[config.mk]
export PLATFORM = sky130hd
export DESIGN_NAME = enigma_rotor_stage
export DESIGN_NICKNAME = d
export VERILOG_FILES = /design/src/erot_pkg.sv /design/src/erot_ctrl.sv /design/src/erot_dpath.sv /design/src/enigma_rotor_stage.sv
export SDC_FILE = /design/constraint.sdc
export NUM_CORES = 1
export LEC_CHECK = 0
export BUFFER_PORTS_ARGS = -buffer_cell sky130_fd_sc_hd__buf_4
export CORE_MARGIN = 5
export CORE_UTILIZATION = 33
export DETAILED_ROUTE_END_ITERATION = 10
export GPL_TIMING_DRIVEN = 0
export HOLD_SLACK_MARGIN = 0.06
export PLACE_DENSITY = 0.54
export SYNTH_ARGS = -nofsm -noshare
export SYNTH_HDL_FRONTEND = slang
export SYNTH_SLANG_ARGS = --single-unit
[constraint.sdc]
create_clock -name clk -period 5.19 [get_ports clk]
set_input_delay 1.557 -clock clk [delete_from_list [all_inputs] [get_ports clk]]
set_output_delay 1.557 -clock clk [all_outputs]
set_load 0.05 [all_outputs]
[src/erot_pkg.sv]
// shared types and constants of the rotor stage
`default_nettype none

package erot_pkg;

    // alphabet and field widths
    localparam int ALPHA_SIZE = 26;
    localparam int LETTER_W   = 5;
    localparam int REV_W      = 16;
    localparam int IDX_W      = $clog2(ALPHA_SIZE);
    localparam int CNT_W      = $clog2(ALPHA_SIZE + 1);
    localparam int ACTION_W   = 2;

    localparam logic [LETTER_W-1:0] ALPHA_L    = LETTER_W'(ALPHA_SIZE);
    localparam logic [CNT_W-1:0]    ALPHA_CNT  = CNT_W'(ALPHA_SIZE);
    localparam logic [LETTER_W-1:0] ALPHA_LAST = LETTER_W'(ALPHA_SIZE - 1);

    // input transaction: letter_in then wiring_value, padded to bytes
    localparam int IN_FIELDS_W = 2 * LETTER_W;
    localparam int IN_DATA_W   = ((IN_FIELDS_W + 7) / 8) * 8;

    // item kinds carried on tuser
    typedef enum logic [ACTION_W-1:0] {
        ACT_LOAD    = 2'd0,
        ACT_ROTATE  = 2'd1,
        ACT_FORWARD = 2'd2,
        ACT_INVERSE = 2'd3
    } action_t;

    // result fields, first field in the highest bits
    typedef struct packed {
        logic                load_error;
        logic                wrapped;
        logic [REV_W-1:0]    revolutions;
        logic [LETTER_W-1:0] offset_now;
        logic                matched;
        logic [LETTER_W-1:0] letter_out;
    } result_t;

    localparam int RES_W      = $bits(result_t);
    localparam int OUT_DATA_W = ((RES_W + 7) / 8) * 8;

    // controller state
    typedef enum logic {
        ST_IDLE = 1'b0,
        ST_EXEC = 1'b1
    } state_t;

    // commands from controller to datapath
    typedef struct packed {
        logic capture;
        logic commit;
    } ctrl_cmd_t;

endpackage

`default_nettype wire

[src/erot_ctrl.sv]
// controller state machine of the rotor stage
`default_nettype none

module erot_ctrl
    import erot_pkg::*;
(
    input  wire logic      clk,
    input  wire logic      rst_n,
    input  wire logic      in_valid,
    output logic           in_ready,
    output logic           out_valid,
    input  wire logic      out_ready,
    output ctrl_cmd_t      cmd
);

    state_t state_reg;
    state_t state_next;
    logic   out_valid_reg;
    logic   out_valid_next;
    logic   commit;

    // output register can take a new result when empty or draining
    assign commit = (state_reg == ST_EXEC) && (!out_valid_reg || out_ready);

    // next state
    always_comb
    begin
        state_next = state_reg;
        unique case (state_reg)
            ST_IDLE:
            begin
                if (in_valid)
                begin
                    state_next = ST_EXEC;
                end
            end
            ST_EXEC:
            begin
                if (commit)
                begin
                    state_next = ST_IDLE;
                end
            end
            default:
            begin
                state_next = ST_IDLE;
            end
        endcase
    end

    // outputs
    always_comb
    begin
        in_ready    = 1'b0;
        cmd.capture = 1'b0;
        cmd.commit  = 1'b0;
        unique case (state_reg)
            ST_IDLE:
            begin
                in_ready    = 1'b1;
                cmd.capture = in_valid;
            end
            ST_EXEC:
            begin
                cmd.commit = commit;
            end
            default:
            begin
                in_ready = 1'b0;
            end
        endcase
    end

    // output valid flag
    always_comb
    begin
        if (commit)
        begin
            out_valid_next = 1'b1;
        end
        else if (out_ready)
        begin
            out_valid_next = 1'b0;
        end
        else
        begin
            out_valid_next = out_valid_reg;
        end
    end

    always_ff @(posedge clk or negedge rst_n)
    begin
        if (!rst_n)
        begin
            state_reg     <= ST_IDLE;
            out_valid_reg <= 1'b0;
        end
        else
        begin
            state_reg     <= state_next;
            out_valid_reg <= out_valid_next;
        end
    end

    assign out_valid = out_valid_reg;

    // an accepted transaction is worked on in the next cycle
    a_capture_exec: assert property (@(posedge clk) disable iff (!rst_n)
        (in_valid && in_ready) |=> (state_reg == ST_EXEC))
        else $error("accepted transaction did not enter execution");

    // a stalled result is never overwritten
    a_no_overwrite: assert property (@(posedge clk) disable iff (!rst_n)
        (state_reg == ST_EXEC && out_valid_reg && !out_ready)
            |=> (state_reg == ST_EXEC && out_valid_reg))
        else $error("pending result overwritten while stalled");

    // a committed result is presented in the next cycle
    a_commit_valid: assert property (@(posedge clk) disable iff (!rst_n)
        cmd.commit |=> (out_valid_reg && state_reg == ST_IDLE))
        else $error("committed result not presented");

endmodule

`default_nettype wire

[src/erot_dpath.sv]
// datapath of the rotor stage: wiring table, offset, revolution count, result register
`default_nettype none

module erot_dpath
    import erot_pkg::*;
(
    input  wire logic                  clk,
    input  wire logic                  rst_n,
    input  wire ctrl_cmd_t             cmd,
    input  wire logic [IN_DATA_W-1:0]  in_data,
    input  wire logic [ACTION_W-1:0]   in_kind,
    output logic [OUT_DATA_W-1:0]      out_data
);

    // wiring table, undefined until loaded
    logic [LETTER_W-1:0]   wiring_reg [ALPHA_SIZE];

    // captured transaction
    action_t               action_reg;
    logic [LETTER_W-1:0]   letter_reg;
    logic [LETTER_W-1:0]   wval_reg;
    logic [ALPHA_SIZE-1:0] hit_reg;
    logic [ALPHA_SIZE-1:0] hit_next;
    logic [LETTER_W-1:0]   letter_in;

    // rotor state
    logic [CNT_W-1:0]      count_reg;
    logic [CNT_W-1:0]      count_next;
    logic [LETTER_W-1:0]   offset_reg;
    logic [LETTER_W-1:0]   offset_next;
    logic [REV_W-1:0]      rev_reg;
    logic [REV_W-1:0]      rev_next;

    result_t               res_reg;
    result_t               res_next;

    // execution terms
    logic [LETTER_W-1:0]   letter_red;
    logic [LETTER_W-1:0]   wval_red;
    logic [LETTER_W:0]     fwd_sum;
    logic [LETTER_W-1:0]   fwd_pos;
    logic [IDX_W-1:0]      hit_idx;
    logic                  hit_any;
    logic [LETTER_W-1:0]   inv_pos;
    logic [LETTER_W-1:0]   inv_out;
    logic                  table_full;
    logic                  table_we;

    assign letter_in = in_data[LETTER_W-1:0];

    // compare every loaded entry against the incoming letter
    always_comb
    begin
        for (int i = 0; i < ALPHA_SIZE; i++)
        begin
            hit_next[i] = (count_reg > CNT_W'(i)) && (wiring_reg[i] == letter_in);
        end
    end

    always_ff @(posedge clk)
    begin
        if (cmd.capture)
        begin
            action_reg <= action_t'(in_kind);
            letter_reg <= letter_in;
            wval_reg   <= in_data[2*LETTER_W-1:LETTER_W];
            hit_reg    <= hit_next;
        end
    end

    // reduce inputs into the alphabet
    assign letter_red = (letter_reg >= ALPHA_L) ? (letter_reg - ALPHA_L) : letter_reg;
    assign wval_red   = (wval_reg >= ALPHA_L) ? (wval_reg - ALPHA_L) : wval_reg;

    // forward position
    assign fwd_sum = {1'b0, letter_red} + {1'b0, offset_reg};
    assign fwd_pos = (fwd_sum >= {1'b0, ALPHA_L}) ? LETTER_W'(fwd_sum - {1'b0, ALPHA_L})
                                                  : fwd_sum[LETTER_W-1:0];

    // lowest matching entry
    always_comb
    begin
        hit_idx = '0;
        for (int i = ALPHA_SIZE - 1; i >= 0; i--)
        begin
            if (hit_reg[i])
            begin
                hit_idx = IDX_W'(i);
            end
        end
    end

    assign hit_any = |hit_reg;
    assign inv_pos = hit_any ? LETTER_W'(hit_idx) : letter_red;
    assign inv_out = (inv_pos >= offset_reg) ? (inv_pos - offset_reg)
                                             : (inv_pos + ALPHA_L - offset_reg);

    assign table_full = (count_reg == ALPHA_CNT);

    // result and next rotor state
    always_comb
    begin
        count_next  = count_reg;
        offset_next = offset_reg;
        rev_next    = rev_reg;
        table_we    = 1'b0;
        res_next    = '0;
        unique case (action_reg)
            ACT_LOAD:
            begin
                offset_next = '0;
                if (table_full)
                begin
                    res_next.load_error = 1'b1;
                end
                else
                begin
                    table_we   = 1'b1;
                    count_next = count_reg + CNT_W'(1);
                end
            end
            ACT_ROTATE:
            begin
                if (offset_reg == ALPHA_LAST)
                begin
                    offset_next      = '0;
                    rev_next         = rev_reg + REV_W'(1);
                    res_next.wrapped = 1'b1;
                end
                else
                begin
                    offset_next = offset_reg + LETTER_W'(1);
                end
            end
            ACT_FORWARD:
            begin
                if (CNT_W'(fwd_pos) < count_reg)
                begin
                    res_next.letter_out = wiring_reg[fwd_pos[IDX_W-1:0]];
                    res_next.matched    = 1'b1;
                end
                else
                begin
                    res_next.letter_out = fwd_pos;
                end
            end
            ACT_INVERSE:
            begin
                res_next.letter_out = inv_out;
                res_next.matched    = hit_any;
            end
            default:
            begin
                res_next = '0;
            end
        endcase
        res_next.offset_now  = offset_next;
        res_next.revolutions = rev_next;
    end

    // wiring table write
    always_ff @(posedge clk)
    begin
        if (cmd.commit && table_we)
        begin
            wiring_reg[count_reg[IDX_W-1:0]] <= wval_red;
        end
    end

    // rotor state
    always_ff @(posedge clk or negedge rst_n)
    begin
        if (!rst_n)
        begin
            count_reg  <= '0;
            offset_reg <= '0;
            rev_reg    <= '0;
        end
        else if (cmd.commit)
        begin
            count_reg  <= count_next;
            offset_reg <= offset_next;
            rev_reg    <= rev_next;
        end
    end

    // result register
    always_ff @(posedge clk)
    begin
        if (cmd.commit)
        begin
            res_reg <= res_next;
        end
    end

    assign out_data = {{(OUT_DATA_W - RES_W){1'b0}}, res_reg};

    // fill count never passes the table size
    a_count_range: assert property (@(posedge clk) disable iff (!rst_n)
        count_reg <= ALPHA_CNT)
        else $error("wiring fill count out of range");

    // offset stays inside the alphabet
    a_offset_range: assert property (@(posedge clk) disable iff (!rst_n)
        offset_reg < ALPHA_L)
        else $error("rotation offset out of range");

    // rotor state only moves on a committed transaction
    a_state_hold: assert property (@(posedge clk) disable iff (!rst_n)
        !cmd.commit |=> ($stable(count_reg) && $stable(offset_reg) && $stable(rev_reg)))
        else $error("rotor state changed without a commit");

endmodule

`default_nettype wire

[src/enigma_rotor_stage.sv]
// top level of the rotor stage: controller plus datapath behind stream ports
//
// Usage
//   Input stream: one transaction per item. tuser carries the item kind
//   (load wiring entry, rotate, forward encode, inverse encode); tdata
//   carries letter_in and wiring_value.
//   Output stream: one transaction per item, carrying the encoded letter,
//   the match flag, the offset and revolution count after the item, the
//   wrap flag and the load error flag.
//   Sequence: the controller captures the item and compares it against the
//   loaded wiring entries in the accepting cycle, then in the execute state
//   resolves the lowest match and commits the result and the state update
//   once the output register is empty or draining. A new item is not
//   accepted until the current one has been committed.
//   Reset clears the fill count, offset, revolution count and output valid;
//   the wiring table holds nothing usable until entries are loaded.
//   A stalled receiver holds the result in the output register; the next
//   item is still accepted and worked on, and waits for the register to
//   drain before it updates the rotor state.
`default_nettype none

module enigma_rotor_stage
    import erot_pkg::*;
(
    input  wire logic                  clk,
    input  wire logic                  rst_n,
    input  wire logic                  s_axis_tvalid,
    output logic                       s_axis_tready,
    input  wire logic [IN_DATA_W-1:0]  s_axis_tdata,   // letter_in, wiring_value
    input  wire logic [ACTION_W-1:0]   s_axis_tuser,   // action
    output logic                       m_axis_tvalid,
    input  wire logic                  m_axis_tready,
    output logic [OUT_DATA_W-1:0]      m_axis_tdata    // letter_out, matched, offset_now,
                                                       // revolutions, wrapped, load_error
);

    ctrl_cmd_t cmd;

    erot_ctrl u_ctrl (
        .clk       (clk),
        .rst_n     (rst_n),
        .in_valid  (s_axis_tvalid),
        .in_ready  (s_axis_tready),
        .out_valid (m_axis_tvalid),
        .out_ready (m_axis_tready),
        .cmd       (cmd)
    );

    erot_dpath u_dpath (
        .clk      (clk),
        .rst_n    (rst_n),
        .cmd      (cmd),
        .in_data  (s_axis_tdata),
        .in_kind  (s_axis_tuser),
        .out_data (m_axis_tdata)
    );

endmodule

`default_nettype wire
After elaboration in Yosys (flattened, before gate mapping)
Memories as Yosys holds them, arrays and structs flattened.
Cells that the tools add are included.
Storage, ports and cells
  register bits after elaboration: 95
  memory bits (writable): 130
  input port bits: 22
  output and inout port bits: 34
  logic and storage cells: 176
  memories kept: 1
Operators by class
  $add $sub $neg: 10
  magnitude comparators: 31
  equal/unequal tests: 31
  muxes and demuxes: 52
  bitwise logic cells: 2
  reductions and logical operators: 34
Memories
  u_dpath.wiring_reg: depth 26, width 5, rd ports 27, clocked after Yosys merged registers in 0, write ports 1, line erot_dpath.sv:16  | logic [LETTER_W-1:0] wiring_reg [ALPHA_SIZE];
Operators with widths (count)
  5-bit two-way mux: 33
  5-bit == test: 26
  5-bit > comparator (second input constant): 10
  5-bit by 4-bit > comparator with 1-bit output (second input constant): 8
  16-bit two-way mux: 2
  1-bit logical AND: 28
  26-bit OR reduction: 1
  5-bit by 3-bit > comparator with 1-bit output (second input constant): 4
  16-bit by 1-bit adder with 16-bit output (second input constant): 1
  5-bit subtractor (second input constant): 3
  1-bit two-way mux: 14
  6-bit case mux with 2 select lines: 1
  5-bit by 1-bit adder with 5-bit output (second input constant): 2
  5-bit == test (second input constant): 2
  5-bit >= comparator (second input constant): 2
  5-bit by 1-bit > comparator with 1-bit output (second input constant): 2
  5-bit by 2-bit > comparator with 1-bit output (second input constant): 2
  5-bit case mux with 2 select lines: 1
  5-bit subtractor: 2
  5-bit by 5-bit adder with 6-bit output: 1
  6-bit by 5-bit >= comparator with 1-bit output (second input constant): 1
  5-bit adder (second input constant): 1
  5-bit >= comparator: 1
  5-bit less-than comparator: 1
  other kinds (9): 11

Longest topological paths before layout
Gate-level depths: netlist (run 1).
  depth in word-level cells: 31
  mapped depth: 26
  depth with buffers taken out: 23

Modules after synthesis
Synthesis (run 1) repeated with hierarchy kept, for this count alone.
Second synthesis, totals
  cell total of the unflattened synthesis: 1136
  area, all modules: 13581.8 µm²
Modules (own cells, without submodules)
  erot_dpath: instances 1, cells each 1127, area each 13480.4 µm², sequential area each 7467.2 µm²
  erot_ctrl: instances 1, cells each 9, area each 101.3 µm², sequential area each 50.0 µm²

Least setup slack after synthesis (run 1)
No wires, ideal clock.
  path type: flip-flop to flip-flop
  from: register u_dpath.letter_reg[1]
  to: register u_dpath.res_reg (netlist bit u_dpath.out_data[4]) (data pin)
  library setup time: 0.265 ns
  data arrival time: 4.641 ns
  required time: 4.925 ns
  slack: 0.285 ns
  cell stages (with the launch flop): 27
  buffers on the path: 3
  clock period less this slack: 4.905 ns
  cell sequence: edfxtp_1 inv_1 ha_1 inv_1 nor2_1 o21ai_0 o31ai_1 inv_1 fa_1 a2bb2oi_1 nor2_1 a2111oi_4 a22oi_4 xnor2_2 inv_2 buf_6 buf_2 ha_1 a21boi_0 o21a_1 o21ai_0 a21oi_1 clkbuf_1 nor2_1 o211a_1 a2bb2oi_1 o41ai_2
RTL lines
  start, declared: line erot_dpath.sv:20  | logic [LETTER_W-1:0] letter_reg;
  start signal, assigned: line erot_dpath.sv:65  | letter_reg <= letter_in;
  end signal, assigned: line erot_dpath.sv:192  | res_reg <= res_next;
  end, declared: line erot_dpath.sv:34  | result_t res_reg;

==> results of run 1 <==
## synthesized netlist by cell type, types with 6 or more instances
cell type / count / area share [%]
sky130_fd_sc_hd__nor3_1: 22 / 0.84
sky130_fd_sc_hd__nand2_1: 70 / 2.0
sky130_fd_sc_hd__nand4_1: 18 / 0.86
sky130_fd_sc_hd__o21ai_0: 35 / 1.3
sky130_fd_sc_hd__xnor2_1: 108 / 7.2
sky130_fd_sc_hd__nor4_1: 20 / 0.96
sky130_fd_sc_hd__buf_1: 7 / 0.20
sky130_fd_sc_hd__o31ai_1: 6 / 0.34
sky130_fd_sc_hd__nand3_1: 30 / 1.1
sky130_fd_sc_hd__dfrtp_1: 28 / 5.4
sky130_fd_sc_hd__nor2_1: 81 / 2.3
sky130_fd_sc_hd__xor2_1: 65 / 4.4
sky130_fd_sc_hd__a21oi_1: 16 / 0.61
sky130_fd_sc_hd__clkbuf_1: 24 / 0.69
sky130_fd_sc_hd__mux4_2: 33 / 5.7
sky130_fd_sc_hd__and3_1: 6 / 0.29
sky130_fd_sc_hd__a2111oi_0: 11 / 0.74
sky130_fd_sc_hd__ha_1: 30 / 2.9
sky130_fd_sc_hd__a31oi_1: 6 / 0.29
sky130_fd_sc_hd__mux2i_1: 22 / 1.7
sky130_fd_sc_hd__inv_1: 34 / 0.98
sky130_fd_sc_hd__edfxtp_1: 227 / 52
## worst reg2reg max path: cells and delay by family (launching register included)
| family | cells | cell delay [ps] |
|---|---|---|
| AOI/OAI and AO/OA | 8 | 1370 |
| buffers and inverters | 7 | 1060 |
| adders and majority gates | 3 | 880 |
| muxes | 2 | 730 |
| DFF | 1 | 410 |
| and+or+nand+nor | 4 | 330 |
## area by class of cell
cell class	count	area share (%)
Buffer	41	1.506
Clock buffer	31	4.640
Clock inverter	18	1.039
Inverter	38	0.9183
Multi-Input combinational cell	666	35.11
Sequential cell	255	48.40
Tap cell	525	4.229
Timing Repair Buffer	72	4.157
## layer usage
| metal | part of all wire (%) | routed length (microns) | global-route usage, % | vias up |
|---|---|---|---|---|
| met5 | 0 | 0 | 0 | - |
| met4 | 4.5 | 1808 | 7.111 | 0 |
| met3 | 8.2 | 3287 | 3.993 | 93 |
| met2 | 47 | 18640 | 28.63 | 381 |
| met1 | 41 | 16260 | 23.33 | 4280 |
| li1 | - | - | - | 3885 |
## logic make-up (layout without fill, tap and decap cells)
logic type / count (synthesis) / after routing / synth area share (%)
XOR/XNOR: 175 / 175 / 11.84
flip-flops: 255 / 255 / 57.51
other: 1 / 8 / 0.02869
buffers and inverters: 81 / 200 / 2.690
adder cells (fa/ha/maj): 34 / 34 / 3.485
AO/OA/AOI/OAI: 117 / 117 / 6.328
multiplexers: 63 / 63 / 8.520
AND/OR/NAND/NOR: 269 / 269 / 9.592
## how the worst min path moves through the flow
stage                                       to  slack, ps  cells after the start
2_1_floorplan  u_dpath.rev_reg[15]$_DFFE_PN0P_        460                      1
3_3_place_gp   u_dpath.rev_reg[15]$_DFFE_PN0P_        480                      1
3_5_place_dp   u_dpath.rev_reg[15]$_DFFE_PN0P_        480                      1
4_1_cts        u_dpath.rev_reg[15]$_DFFE_PN0P_        490                      1
5_1_grt        u_dpath.rev_reg[15]$_DFFE_PN0P_        500                      1
6_report       u_dpath.rev_reg[15]$_DFFE_PN0P_        480                      1
## power by group
group	internal (uW)	total, uW	switching (uW)
Clock	1100	1910	809
Combinational	2100	5380	3280
Sequential	2580	2720	145
Total	5780	10000	4230
## repair_timing
action                                  CTS  global route
endpoints found under the setup margin    6             6
hold buffers                              0             0
buffers inserted                         16             4
gates resized for setup                  30            23
pin swaps                                 7            11
## metrics by stage
step                      setup slack (ps)  cells  total power, uW  util (%)  hold WS [ps]
after floorplan                      284.9   1002             5792         -         460.7
after global placement               -1544   1573             7349     35.73         476.8
after detailed placement             -1634   1579             7402     36.16         477.4
after CTS                            15.50   1643             9894     39.10         489.3
after global routing                -19.61   1646            10410     39.36         496.9
final                                148.8   1646            10010     39.36         484.4
==> out/results.txt, run 1 <==
Counting buffers and inverters, the worst setup path is 24 cells deep. The run finished with clean final reports. The smallest clock period supported by the final layout is computed as 5041 ps. The via count of the first global-routing pass is 8714, and the number of buffers inserted by port buffering is 46. For the number of H-tree levels, the log shows 1.

The logs give 15530 sq um for the cell area after layout and 255 for the clock sink total. Detailed placement finished with a half-perimeter wire length of 28810 microns. The register with the most flip-flops in the layout has 160 of them. Using the TritonRoute via totals, the vias-per-cell ratio works out to 5.248. Timing would allow up to 198.4 MHz. The number of distinct library cell variants in the gate-level netlist after synthesis is 65. The core outline area came out at 39460 sq um. The most used flip-flop cell after synthesis is sky130_fd_sc_hd__edfxtp_1. The run gives 1157 as the number of nets in the finished design. For the combined flip-flop and latch cell area, the log shows 7517 sq um. Number of antenna violations at the first check in global routing: 0.

Yosys printed 0 warnings. The slowest cell on the critical path is sky130_fd_sc_hd__fa_2. A synthesized cell averages 13.14 sq um. The instance area after placement was 14270 sq um. For this run, the total global-route usage over all layers was measured as 17.75%. The number of detailed-route iterations in the first pass came out at 5. By startpoint and endpoint, the worst setup path is classified as flip-flop to flip-flop.

The library cells used most frequently in the layout, excluding fill and tap cells, are sky130_fd_sc_hd__edfxtp_1, sky130_fd_sc_hd__xnor2_1, sky130_fd_sc_hd__nor2_1. The tools report the clock latency on the worst-skew pair as 540 ps. On the worst path, the slowest cell contributes a delay of 490 ps. The die is 209.0 microns tall.

The detail route stage leaves a number of antenna-violating nets equal to 0. Counting the buffers created by CTS gives 27. The worst clock skew is 23.01 ps, and the number of buffer and inverter instances along the worst setup path is 7. The worst min-delay path category was flip-flop to flip-flop. The category of cells accounting for the largest share of critical-path delay was compound AO/OA/AOI/OAI gates. For the combined area of all synthesized cells, the log shows 13070 sq um. The number of buffers between clock root and the deepest sink was 3; the mean routed wirelength per cell was 24.30 microns.

In this run the static leakage power is 0.005457 uW. Measured in cells, the most critical reg-to-reg path has a length of 24. TritonCTS built the clock tree. In this run, synthesis inferred 227 flip-flops with an integrated enable. The signal on the critical path passes through inv_2 -> ha_4 -> inv_1 -> nor2_2 -> o21ai_2 -> o31ai_4 -> inv_2 -> fa_2 -> a2bb2oi_2 -> nor2_2 -> a2111oi_4 -> buf_4 -> buf_4 -> mux2_2 -> mux2_2 -> inv_1 -> ha_1 -> nor2_1 -> a21oi_2 -> clkbuf_8 -> nor2_1 -> o211a_1 -> a2bb2oi_2 -> o41ai_2. The tools report the critical register-to-register path endpoint as u_dpath.out_data[4]$_DFFE_PP_.

Proportion of synthesized chip area in sequential cells: 57.51%. At the end of routability-driven placement, the weighted congestion stood at 0.9393. The floorplan die width is 209.0 microns, and the part of the cycle the worst path needs is 97.13%. The critical path starts at u_dpath.letter_reg[2]$_DFFE_PP_. Synthesized netlist cell count: 995. The number of max-slew violations in the final report came out at 0. Cell area power density: 644.3 nW/um^2.

Startpoint of the worst register-to-register path: u_dpath.letter_reg[2]$_DFFE_PP_. The tools report the destination of the critical timing path as u_dpath.out_data[4]$_DFFE_PP_. The share of flip-flops with an asynchronous set or reset was 10.98%. Data arrives at the worst endpoint at 5290 ps.

The type of element launching the critical path was a flip-flop. In the final timing run, aggregate negative setup slack is 0 ps. The initialized floorplan defines 73 standard-cell rows.

Setup violations remaining at the end of the flow were counted as 0. Final count of hold timing violations: 0. The worst-case IR drop observed on VDD is 0.3487 mV.

The routed layout has 8639 vias. In the final layout, the multi-input gates occupy 5454 sq um. For this block, the routed nets add up to 39990 microns of wire. In the final layout, the share of cells above drive strength 1 is 19.00%. The clock root buffer was sky130_fd_sc_hd__clkbuf_16. The run gives 0 as the number of DRC violations after detailed routing. Leaving out fill and tap cells, the most frequent cell in the layout is sky130_fd_sc_hd__edfxtp_1. The pin slew with the least headroom to its limit is 1335 ps, and the number of diodes is 0. Number of ports placed on the die boundary: 56. The run gives 57640 microns as the wire length of the first global-routing pass. Data on the critical path is required at its endpoint by 5440 ps. Along the worst path, the maximum fanout reaches 10. The die area is 43690 sq um, and the maximum number of pins on one net before global-route repair is 39. Headroom to the max-slew limit came out at 11.01%. Setup slack on the worst reg-to-reg path comes out at 150 ps.

Synthesis inferred 255 register bits. The initial utilization of the core area, before any placement, comes to 33.12%. Global routing finished with a remaining overflow of 0. Counting the fill cells in the layout gives 3778. The DRC violation total after the first TritonRoute iteration was 709. Max-cap check violation count: 0. The tools report the start point of the worst hold path as u_dpath.rev_reg[15]$_DFFE_PN0P_.

The clock edge transition at the registers on the reported setup and hold paths works out to 60 ps. From synthesis to final layout, the design area changed by 18.84%. The worst setup path is captured at a flip-flop.
Note: power is estimated with default switching activity, not from simulation.
==> run 2, diff against run 1 <==
--- a/config.mk
+++ b/config.mk
@@ -7,11 +7,11 @@
 export LEC_CHECK = 0
 export BUFFER_PORTS_ARGS = -buffer_cell sky130_fd_sc_hd__buf_4
 export CORE_MARGIN = 5
-export CORE_UTILIZATION = 33
+export CORE_UTILIZATION = 56
 export DETAILED_ROUTE_END_ITERATION = 10
 export GPL_TIMING_DRIVEN = 0
 export HOLD_SLACK_MARGIN = 0.06
-export PLACE_DENSITY = 0.54
+export PLACE_DENSITY = 0.8
 export SYNTH_ARGS = -nofsm -noshare
 export SYNTH_HDL_FRONTEND = slang
 export SYNTH_SLANG_ARGS = --single-unit
==> run 2 against run 1 <==
Net effect: sequential power hardly changed; final area is 3.6% lower; clock skew is 3.4 ps lower; first-iteration DRC count is 57% higher.
==> out/results.txt, run 2 (same netlist as run 1, synthesis figures left out) <==
The placed wire-length estimate after detailed placement came out at 25170 microns (was 28810 microns). The post-detailed-route count of antenna-violating nets is 0 (unchanged). The floorplan die width is 162.8 microns (was 209.0 microns), and the cell area power density is 638.2 nW/um^2 (was 644.3 nW/um^2). The synthesis-to-finish area growth came out at 14.58% (was 18.84%). The number of buffer and inverter instances along the worst setup path was 7 (unchanged).

TritonCTS built the clock tree. The placement row count is 56 (was 73), and the maximum ir drop on the vdd rail is 0.3648 mV (was 0.3487 mV). Routability congestion estimate from global placement: 1.057 (was 0.9393). The maximum fanout count along the critical path is 10 (unchanged), and the number of max-slew violations in the final report is 0 (unchanged). The tools report the final setup violation count as 0 (unchanged).

Type of element launching the critical path: a flip-flop (unchanged). Most frequent cells in the layout: sky130_fd_sc_hd__edfxtp_1, sky130_fd_sc_hd__xnor2_1, sky130_fd_sc_hd__nor2_1 (unchanged). The logs give 0 (unchanged) for the total grt overflow and 5 (unchanged) for the number of detailed-route iterations in the first pass.

The minimum clock period after layout is 4976 ps (was 5041 ps). Worst clock skew: 19.61 ps (was 23.01 ps). For the maximum operating frequency, the log shows 201.0 MHz (was 198.4 MHz). The slowest cell on the critical path is sky130_fd_sc_hd__edfxtp_1 (was sky130_fd_sc_hd__fa_2). Number of ports placed on the die boundary: 56 (unchanged).

The relative max-transition margin was 8.343% (was 11.01%). The part of the cycle the worst path needs is 95.88% (was 97.13%), and the core outline area is 23190 sq um (was 39460 sq um). Number of buffers between clock root and the deepest sink: 3 (unchanged). The final count of hold timing violations was 0 (unchanged). The run gives 64.57% (was 39.36%) as the final core area utilization.

The cell repeated most along the worst path was sky130_fd_sc_hd__inv_1. The run finished with clean final reports. The tools report the endpoint type of the worst setup path as a flip-flop (unchanged). The clock edge transition at the registers on the reported setup and hold paths is 60 ps (about the same). The wire length of the first global-routing pass is 53200 microns (was 57640 microns), and the clock sink total is 255 (unchanged). The flip-flop count of the largest register after layout was 160 (unchanged). The category of cells accounting for the largest share of critical-path delay is buffers and inverters (was compound AO/OA/AOI/OAI gates).

The endpoint arrival time on the critical path is 5240 ps (was 5290 ps). Number of H-tree levels: 1 (unchanged). The max-cap check violation count is 0 (unchanged), and the DRC violation total after the first TritonRoute iteration is 1110 (was 709). The final wirelength is 35410 microns (was 39990 microns). For the number of nets in the finished design, the log shows 1149 (was 1157).

The tools report the clock root buffer as sky130_fd_sc_hd__clkbuf_16 (unchanged). The tools report the clock latency on the worst-skew pair as 530 ps (was 540 ps). Initial standard-cell utilization of the core: 56.36% (was 33.12%). Series of cell instances along the critical path: inv_1 -> ha_2 -> inv_1 -> nor2_2 -> o21ai_1 -> o31ai_2 -> inv_1 -> fa_2 -> and2b_2 -> o22ai_4 -> xnor2_2 -> a22oi_4 -> buf_12 -> mux2i_4 -> buf_4 -> buf_4 -> buf_2 -> mux4_2 -> mux2i_1 -> o21ai_0 -> nand4_1 -> nand3b_1 (was inv_2 -> ha_4 -> inv_1 -> nor2_2 -> o21ai_2 -> o31ai_4 -> inv_2 -> fa_2 -> a2bb2oi_2 -> nor2_2 -> a2111oi_4 -> buf_4 -> buf_4 -> mux2_2 -> mux2_2 -> inv_1 -> ha_1 -> nor2_1 -> a21oi_2 -> clkbuf_8 -> nor2_1 -> o211a_1 -> a2bb2oi_2 -> o41ai_2). The mean routed wirelength per cell came out at 24.73 microns (was 24.30 microns).

The via count of the first global-routing pass came out at 8817 (was 8714). The worst setup path category is flip-flop to flip-flop (unchanged). The required time of the critical path was 5460 ps (was 5440 ps).

Die area: 26490 sq um (was 43690 sq um). The logs give 26.79% (was 17.75%) for the global-route total usage across every layer and 0.005351 uW (was 0.005457 uW) for the total leakage power. The run gives 27 (unchanged) as the total CTS buffers.

Number of antenna violations at the first check in global routing: 1 (was 0). The worst min-delay path category was flip-flop to flip-flop (unchanged). The filler cell count in the final layout is 1694 (was 3778). The number of buffers inserted by port buffering is 46 (unchanged).

The worst hold slack across all endpoints came out at 483.8 ps (was 484.4 ps). Total negative slack for setup checks: 0 ps (unchanged). The routed via count was 8857 (was 8639); the share of final-layout standard cells stronger than drive strength 1 was 16.46% (was 19.00%). The commonest non-fill, non-tap cell in the layout was sky130_fd_sc_hd__edfxtp_1 (unchanged). The number of DRC violations after detailed routing was 0 (unchanged); the vertical die dimension was 162.8 microns (was 209.0 microns). The maximum number of pins on one net before global-route repair is 39 (unchanged), and the delay of the slowest critical-path stage is 420 ps (was 490 ps).

The post-detailed-route via-to-cell ratio was 6.185 (was 5.248). Pin slew with the least headroom to its limit: 1375 ps (was 1335 ps).
[run 2: where the power goes]
group | switching, uW | total (uW) | leakage [uW] | internal (uW)
logic | 3100 | 5070 | 0.00248 | 1970
registers | 152 | 2730 | 0.00248 | 2580
clock network | 784 | 1760 | 0.000392 | 974
total | 4040 | 9560 | 0.00535 | 5520
[run 2: routing by layer]
metal  vias to the layer above  wire length (microns)  share of wire, %  global-route usage, %
li1                       3868                      -                 -                      -
met3                       127                   4083                12                  8.378
met1                      4291                  13360                38                  34.57
met4                         2                   1892               5.3                  11.36
met5                         -                     13             0.037                      0
met2                       569                  16060                45                  42.32
[run 2: repair_timing]
item | in CTS | in global routing
hold buffers | 0 | 0
pin swaps | 5 | 7
endpoints found under the setup margin | 6 | 6
setup buffers | 8 | 9
resized for setup | 17 | 19
[run 2: path summary, 6_finish.rpt]
| kind | start | endpoint | slack, ps | depth (start not counted) |
|---|---|---|---|---|
| hold / removal | u_dpath.rev_reg[15]$_DFFE_PN0P_ | u_dpath.rev_reg[15]$_DFFE_PN0P_ | 480 | 1 |
| setup reg to reg | u_dpath.letter_reg[1]$_DFFE_PP_ | u_dpath.out_data[1]$_DFFE_PP_ | 210 | 22 |
| hold reg to reg | u_dpath.rev_reg[15]$_DFFE_PN0P_ | u_dpath.rev_reg[15]$_DFFE_PN0P_ | 480 | 1 |
| setup / recovery | u_dpath.letter_reg[1]$_DFFE_PP_ | u_dpath.out_data[1]$_DFFE_PP_ | 210 | 22 |
| min in group asynchronous | rst_n | u_dpath.count_reg[4]$_DFFE_PN0P_ | 950 | 1 |
| max in group asynchronous | rst_n | u_dpath.offset_reg[1]$_DFFE_PN0P_ | 3960 | 1 |
[run 2: final cells by class]
class	count	area, sq um	area share (%)
timing repair buffer	65	533.0	3.559
antenna	1	2.502	0.01671
inverter	38	142.6	0.9525
buffer	40	221.5	1.479
clock buffer	36	719.4	4.804
multi-input combinational	666	5370	35.86
clock inverter	12	70.07	0.4679
tap	319	399.1	2.665
sequential	255	7517	50.20
[run 2: through the flow]
step                      power (uW)  setup WS [ps]  std cells  area (sq um)
after floorplan                 5792          284.9       1002         13100
after global placement          7154          -1343       1367         13840
after detailed placement        7236          -1459       1369         13930
after CTS                       9240          23.69       1423         14850
after global routing            9903         -23.58       1431         14970
final                           9558          213.6       1432         14980
